==> src/rtl/mtg_pkg.sv <==
`timescale 1ns / 1ps

package mtg_pkg;

   // Table geometry
   localparam int unsigned TABLE_WORDS  = 624;
   localparam int unsigned SHIFT_OFFSET = 397;
   localparam int unsigned IDX_W        = $clog2(TABLE_WORDS);
   localparam int unsigned WORD_W       = 32;

   localparam logic [IDX_W-1:0] IDX_LAST  = IDX_W'(TABLE_WORDS - 1);
   localparam logic [IDX_W-1:0] IDX_FAR   = IDX_W'(SHIFT_OFFSET);
   // index at which i + SHIFT_OFFSET wraps round the table
   localparam logic [IDX_W-1:0] IDX_WRAP  = IDX_W'(TABLE_WORDS - SHIFT_OFFSET);

   // Generator constants
   localparam logic [WORD_W-1:0] SEED_RESET   = 32'd5489;
   localparam logic [WORD_W-1:0] SEED_MULT    = 32'd1812433253;
   localparam logic [WORD_W-1:0] TWIST_MATRIX = 32'h9908_B0DF;
   localparam logic [WORD_W-1:0] TEMPER_B     = 32'h9D2C_5680;
   localparam logic [WORD_W-1:0] TEMPER_C     = 32'hEFC6_0000;

   // Sequencer states of the back end
   typedef enum logic [3:0] {
      ST_SEED   = 4'b0001,
      ST_IDLE   = 4'b0010,
      ST_TWIST  = 4'b0100,
      ST_TEMPER = 4'b1000
   } mtg_state_type;

   // Back end status seen by the front end
   typedef struct packed {
      logic seeding;
      logic pop;
   } mtg_back_stat_type;

   // One step of the seeding recurrence
   function automatic logic [WORD_W-1:0] seed_next(input logic [WORD_W-1:0] prev,
                                                   input logic [IDX_W-1:0]  k);
      logic [WORD_W-1:0] prod;
      prod = SEED_MULT * (prev ^ (prev >> 30));
      return prod + {{(WORD_W-IDX_W){1'b0}}, k};
   endfunction

   // New table word from t[i], t[i+1] and t[i+397]
   function automatic logic [WORD_W-1:0] twist_word(input logic [WORD_W-1:0] upper_src,
                                                    input logic [WORD_W-1:0] lower_src,
                                                    input logic [WORD_W-1:0] far_src);
      logic [WORD_W-1:0] y;
      logic [WORD_W-1:0] v;
      y = {upper_src[WORD_W-1], lower_src[WORD_W-2:0]};
      v = far_src ^ (y >> 1);
      if (y[0]) begin
         v = v ^ TWIST_MATRIX;
      end
      return v;
   endfunction

   // Output tempering
   function automatic logic [WORD_W-1:0] temper(input logic [WORD_W-1:0] y);
      logic [WORD_W-1:0] a;
      logic [WORD_W-1:0] b;
      logic [WORD_W-1:0] c;
      a = y ^ (y >> 11);
      b = a ^ ((a << 7) & TEMPER_B);
      c = b ^ ((b << 15) & TEMPER_C);
      return c ^ (c >> 18);
   endfunction

endpackage

==> src/rtl/mtg_front.sv <==
`timescale 1ns / 1ps

module mtg_front #(
   parameter int unsigned QUEUE_DEPTH = 4
) (
   input  logic                       clock,
   input  logic                       reset,
   input  logic                       req_tvalid,
   output logic                       req_tready,
   input  logic [7:0]                 req_tdata,   // [0] draw, [7:1] zero
   input  mtg_pkg::mtg_back_stat_type back_stat,
   output logic                       pending
);
   import mtg_pkg::*;

   localparam int unsigned CNT_W = $clog2(QUEUE_DEPTH + 1);

   logic [CNT_W-1:0] count_ff;
   logic [CNT_W-1:0] count_in;
   logic             full;
   logic             push;

   // Queue of outstanding draw requests; items with draw clear are dropped here
   assign full       = (count_ff == CNT_W'(QUEUE_DEPTH));
   assign req_tready = !full && !back_stat.seeding;
   assign push       = req_tvalid && req_tready && req_tdata[0];
   assign pending    = (count_ff != '0);

   always_comb begin
      count_in = count_ff;
      if (push && !back_stat.pop) begin
         count_in = count_ff + CNT_W'(1);
      end else if (!push && back_stat.pop) begin
         count_in = count_ff - CNT_W'(1);
      end
   end

   always_ff @(posedge clock) begin
      if (reset) begin
         count_ff <= '0;
      end else begin
         count_ff <= count_in;
      end
   end

endmodule

==> config.mk <==
export PLATFORM = sky130hd
export DESIGN_NAME = mtg_front
export DESIGN_NICKNAME = d
export VERILOG_FILES = /design/src/rtl/mtg_pkg.sv /design/src/rtl/mtg_front.sv
export SDC_FILE = /design/constraint.sdc
export NUM_CORES = 1
export LEC_CHECK = 0
export BUFFER_PORTS_ARGS = -buffer_cell sky130_fd_sc_hd__buf_4
export CORE_AREA = 5 5 42 44
export CTS_CLUSTER_DIAMETER = 80
export DETAILED_ROUTE_END_ITERATION = 7
export DIE_AREA = 0 0 47 49
export PLACE_DENSITY = 0.34
export SLEW_MARGIN = 0
export SYNTH_ARGS = -nofsm -noshare
export SYNTH_HDL_FRONTEND = slang
export SYNTH_SLANG_ARGS = --single-unit
==> constraint.sdc <==
create_clock -name clock -period 2.6 [get_ports clock]
set_clock_uncertainty 0.05 [all_clocks]
set_input_delay 0.39 -clock clock [delete_from_list [all_inputs] [get_ports clock]]
set_output_delay 0.39 -clock clock [all_outputs]
set_load 0.02 [all_outputs]
=== Yosys cells after proc, flatten, opt, wreduce, memory -nomap -nowiden ===
Cells that the tools add are included.

* Mux-type cells: 2
* Equality and inequality tests: 1
* Reduce and logical (&&, ||, !) cells: 11
* Add/sub/neg operators: 2

{| class="wikitable"
|+ Operators with widths
! operator !! count
|-
| 2-to-1 mux 3 bit || 2
|-
| logical AND 1 bit || 5
|-
| logical NOT 1 bit || 4
|-
| adder 3 x 1 -> 3 bit, second input constant || 1
|-
| equality test 3 bit, second input constant || 1
|-
| nonzero test 3 bit || 1
|-
| subtractor 3 x 1 -> 3 bit, second input constant || 1
|-
| nonzero test 2 bit || 1
|}

* Input port bits: 13
* Output and inout bits: 2
* Bits in registers: 3

=== Depth between registers and ports, before layout ===
* Depth in word-level cells: 9
* Mapped depth: 9
* Mapped depth without buffers: 9

=== Worst setup path before layout ===
OpenSTA, ideal clock, no wires.

* Kind: reg-to-reg
* Start point: reg count_ff[0]
* End point: reg count_ff[2]
* Arrival: 2.184 ns
* Stages on the path, launching flop included: 10
* Period minus slack after synthesis: 2.304 ns
* Path slack: 0.296 ns
* Cells stage by stage: dfxtp_1 nor2_1 a21oi_1 and3_1 ha_1 inv_1 fa_1 xor2_1 or3_1 a21oi_1

* Longest elaborated chain between the ends: 8
* Elaborated cells between the ends (all ways): 13
* Those cells by class: 2 x add/sub; 1 x eq/ne; 2 x mux; 8 x reduce/logical

{| class="wikitable"
|+ RTL lines
! element !! line !! RTL
|-
| start: declaration || mtg_front.sv:18 || <nowiki>logic [CNT_W-1:0] count_ff;</nowiki>
|-
| start signal: assignment || mtg_front.sv:42 || <nowiki>count_ff <= count_in;</nowiki>
|-
| equality test 3 bit (*) || mtg_front.sv:24 || <nowiki>assign full = (count_ff == CNT_W'(QUEUE_DEPTH));</nowiki>
|-
| logical NOT 1 bit (*) || mtg_front.sv:25 || <nowiki>assign req_tready = !full && !back_stat.seeding;</nowiki>
|-
| logical AND 1 bit (*) || mtg_front.sv:25 ||
|-
| net req_tready || mtg_front.sv:9 || <nowiki>output logic req_tready,</nowiki>
|-
| logical AND 1 bit (*) (2 in a row) || mtg_front.sv:26 || <nowiki>assign push = req_tvalid && req_tready && req_tdata[0];</nowiki>
|-
| logical NOT 1 bit || mtg_front.sv:33 || <nowiki>end else if (!push && back_stat.pop) begin</nowiki>
|-
| logical AND 1 bit || mtg_front.sv:33 ||
|-
| nonzero test 2 bit (no line) || - ||
|}

The timed path passes the listed nets; every way through them passes the cells marked *. The select of a mux whose other input is x is not followed.
A chain may end at the register's enable or synchronous reset.

=== Worst setup path after layout ===
* Start point: reg count_ff[0]
* End point: reg count_ff[2]

* Longest elaborated chain between the ends: 8
* Elaborated cells between the ends (all ways): 13
* Those cells by class: 2 x add/sub; 1 x eq/ne; 2 x mux; 8 x reduce/logical

{| class="wikitable"
|+ RTL lines
! element !! line
|-
| equality test 3 bit || mtg_front.sv:24
|-
| logical NOT 1 bit || mtg_front.sv:25
|-
| logical AND 1 bit || mtg_front.sv:25
|-
| logical AND 1 bit (2 in a row) || mtg_front.sv:26
|-
| logical NOT 1 bit || mtg_front.sv:33
|-
| logical AND 1 bit || mtg_front.sv:33
|-
| nonzero test 2 bit (no line) || -
|}

Several ways; a longest one is shown, not always the timed one. The select of a mux whose other input is x is not followed.

==> summary.txt <==
Detailed routing
  • DR WL/cell: 9.065 um
  • Via count: between 150 and 200
  • Post-DRT Antenna Nets: 0
  • Top Layer Used: met4
  • Drt drc: 0
  • Total wire length: 417 um
  • DR WL met3: 50 um
  • 1st-iter DRT viols: 2
  • Met1 WL: roughly 210 um
  • Wire length on met2: 128 um
  • Avg Vias per Cell: 3.522
  • First-pass DRT Iterations: 4

Setup path
  • Crit Reg-Reg Endpoint: count_ff[2]
  • Crit path max fanout: 4
  • CP max stage cell: dfxtp_1
  • CP startpoint kind: flop
  • Crit-path leading delay family: simple AND/OR/NAND/NOR gates
  • R2r setup slk: 0.43 ns
  • Critical path class: reg2reg
  • Reg2Reg Launch Point: count_ff[0]
  • CP endpoint kind: flop
  • Worst path bufs/invs: 1
  • R2R depth: 9
  • WP data required: ~2.7 ns
  • Most frequent CP cell: a21oi_1
  • WP data arrival: 2.28 ns
  • Crit-path max cell delay: 0.41 ns
  • Critical path cell sequence: nor2_1, a21oi_1, and3_1, ha_1, inv_1, fa_1, xor2_1, or3_1, a21oi_1

Final layout
  • Number of inserted diodes: 0
  • Post-Layout Cell Count: 46
  • Synth-to-layout area growth: 57.25%
  • Most flop-heavy register: count_ff
  • Fillers: 169
  • Nets: 46
  • Max reg flops: 3
  • Largest registers: count_ff: 3 flops
  • Share of layout cells above drive strength 1: about a third

Synthesis
  • Post-synth EDFFs: 0
  • Cells taking the most area after synthesis: dfxtp_1 35%, fa_1 12%, xor2_1 10%, ha_1 7.2%, or3_1 7.2%
  • Top FF cell, synth: dfxtp_1
  • Post-Syn Instances: 19
  • Ys Warns: 0
  • Synth async-reset ratio: 0%
  • Post-synthesis compound-gate area fraction: under 10%
  • Mux cell area share after synthesis: 5.797%
  • Synth cell count leaders: 3 x dfxtp_1, 3 x nor2_1
  • Syn Nets: 34
  • Area share of fa/ha/maj cells after synthesis: 18.84%
  • Synth unique cells: 11
  • Largest family of logic cells by synthesized area: adder cells
  • Mapped cell area: approximately 170 sq um
  • Synth Area in Simple Gates: 17.39%
  • Largest area contributor in the netlist: dfxtp_1
  • Post-synthesis sequential area ratio: 34.78%
  • Average cell area after synthesis: 9.088 sq um
  • Flop and latch count out of synthesis: 3
  • XOR/XNOR Fraction of Synth Area: between 10% and 20%
  • Top cell type's share of synthesized area: 34.78%

Timing
  • Slew Limit Headroom: around 87%
  • Max Clock Freq: 460.2 MHz
  • RSZ-0062 raised after global routing: false
  • Slew Viols, Final: 0
  • Final setup fails: 0
  • Period utilization: 83.57%
  • Least-Margin Pin Slew: slightly below 0.2 ns
  • Hold WS: 0.2777 ns
  • Final Hold Viols: 0
  • Setup TNS: 0 ns
  • Final min period: 2.173 ns

Floorplan
  • Die Span Y: 49 um
  • Site Rows: 14
  • Starting Density: between 10% and 20%
  • Die extent in x: ~47 um
  • Core Area: 1401 sq um
  • Die Footprint: 2303 sq um
  • I/O pin count: 15

Power
  • Leakage Power: approximately 0.13 nW
  • Maximum VDD drop: 0.1928 mV
  • PD cells: 771.4 nW/um^2

Worst hold path
  • Hold depth: 2
  • Hold WC Path Type: in2reg
  • Hold Crit Start: reset
  • Worst hold path endpoint: count_ff[0]

Place
  • Dpl cells: 42
  • Placer Congestion: just over 0.7
  • Port Buf Inserts: 7
  • DP HPWL: 313.5 um

Status
  • Status: finished clean

CTS
  • Longest Clk Path Bufs: 2
  • Num CTS Buffers: 3
  • Worst skew pair latency: 0.23 ns
  • Post-cts resize count: 0
  • Clk slew on worst S/H paths: 0.04 ns
  • H-tree Lvls: 1
  • # hold bufs at CTS: 0
  • CTS tree: done
  • Clock Tree Root: clkbuf_4
  • Clk sinks: 3
  • Setup bufs post-CTS: 0

Global routing
  • First-pass GRT wire length: about 660 um
  • Vias in the first global route: 176
  • Largest net degree at the start of global routing: 5
  • Total grt overflow: 0
  • GRT Util Overall: 4.577%
  • Initial antenna violation count: 0

Job
  • Max cap viols: 0
[worst max path at each step]
| stage | startpoint | to | slack [ns] | cells after the start |
|---|---|---|---|---|
| after floorplan | count_ff[0] | count_ff[2] | 0.30 | 9 |
| after global placement | back_stat[1] | count_ff[2] | 0.44 | 9 |
| after detailed placement | back_stat[1] | count_ff[2] | 0.44 | 9 |
| after CTS | count_ff[0] | count_ff[2] | 0.42 | 9 |
| after global routing | count_ff[0] | count_ff[2] | 0.26 | 9 |
| final | count_ff[0] | count_ff[2] | 0.43 | 9 |
[worst reg2reg max path, cell delays in order, from the launching register on]
cell and delay, ns:
dfxtp_1 0.41, nor2_1 0.07, a21oi_1 0.17, and3_1 0.19, ha_1 0.17, inv_1 0.06, fa_1 0.37, xor2_1 0.16
or3_1 0.31, a21oi_1 0.15
[cell families (layout without fill, tap and decap cells)]
family | count (synthesis) | in the layout
muxes | 1 | 1
DFF | 3 | 3
and+or+nand+nor | 6 | 6
adders and majority gates | 2 | 2
buffers and inverters | 2 | 13
AOI/OAI and AO/OA | 3 | 3
xor gates and xnor gates | 2 | 2
[area by class of cell]
type	count	area, sq um	area share, %
multi-input combinational	14	105.1	38.71
inverter	2	7.507	2.765
timing repair buffer	7	52.55	19.35
tap	16	20.02	7.373
sequential	3	60.06	22.12
clock buffer	4	26.28	9.677
[report_power, final]
part / switching (W) / internal (W)
Combinational: 0.0000307 / 0.0000322
Sequential: 0.0000107 / 0.0000549
Clock: 0.0000236 / 0.0000575
[stage by stage]
stage	cell area, sq um	util [%]	total power (W)	setup WS (ns)
5_1_grt	271.5	19.38	0.0002253	0.2564
3_3_place_gp	245.2	17.50	0.0001280	0.4427
6_report	271.5	19.38	0.0002095	0.4272
2_1_floorplan	172.7	-	0.0001030	0.2965
3_5_place_dp	245.2	17.50	0.0001281	0.4365
4_1_cts	271.5	19.38	0.0002144	0.4170
[layer usage]
layer  vias to the layer above  global-route usage, %
li1                         85                      -
met1                        63                  5.495
met2                        10                  4.299
met3                         4                  1.107
met4                         0                  8.295
met5                         -                      0
[cells in the final DEF (no fill, tap or decap)]
cell type,Yosys,layout
clkbuf_1,0,1
or3_1,2,2
xor2_1,2,2
ha_1,1,1
buf_4,0,7
o21ai_0,1,1
nor2_1,3,3
fa_1,1,1
clkbuf_4,0,3
and3_1,1,1
mux2i_1,1,1
dfxtp_1,3,3
inv_1,2,2
a21oi_1,2,2
(Power assumes the default switching activity.)
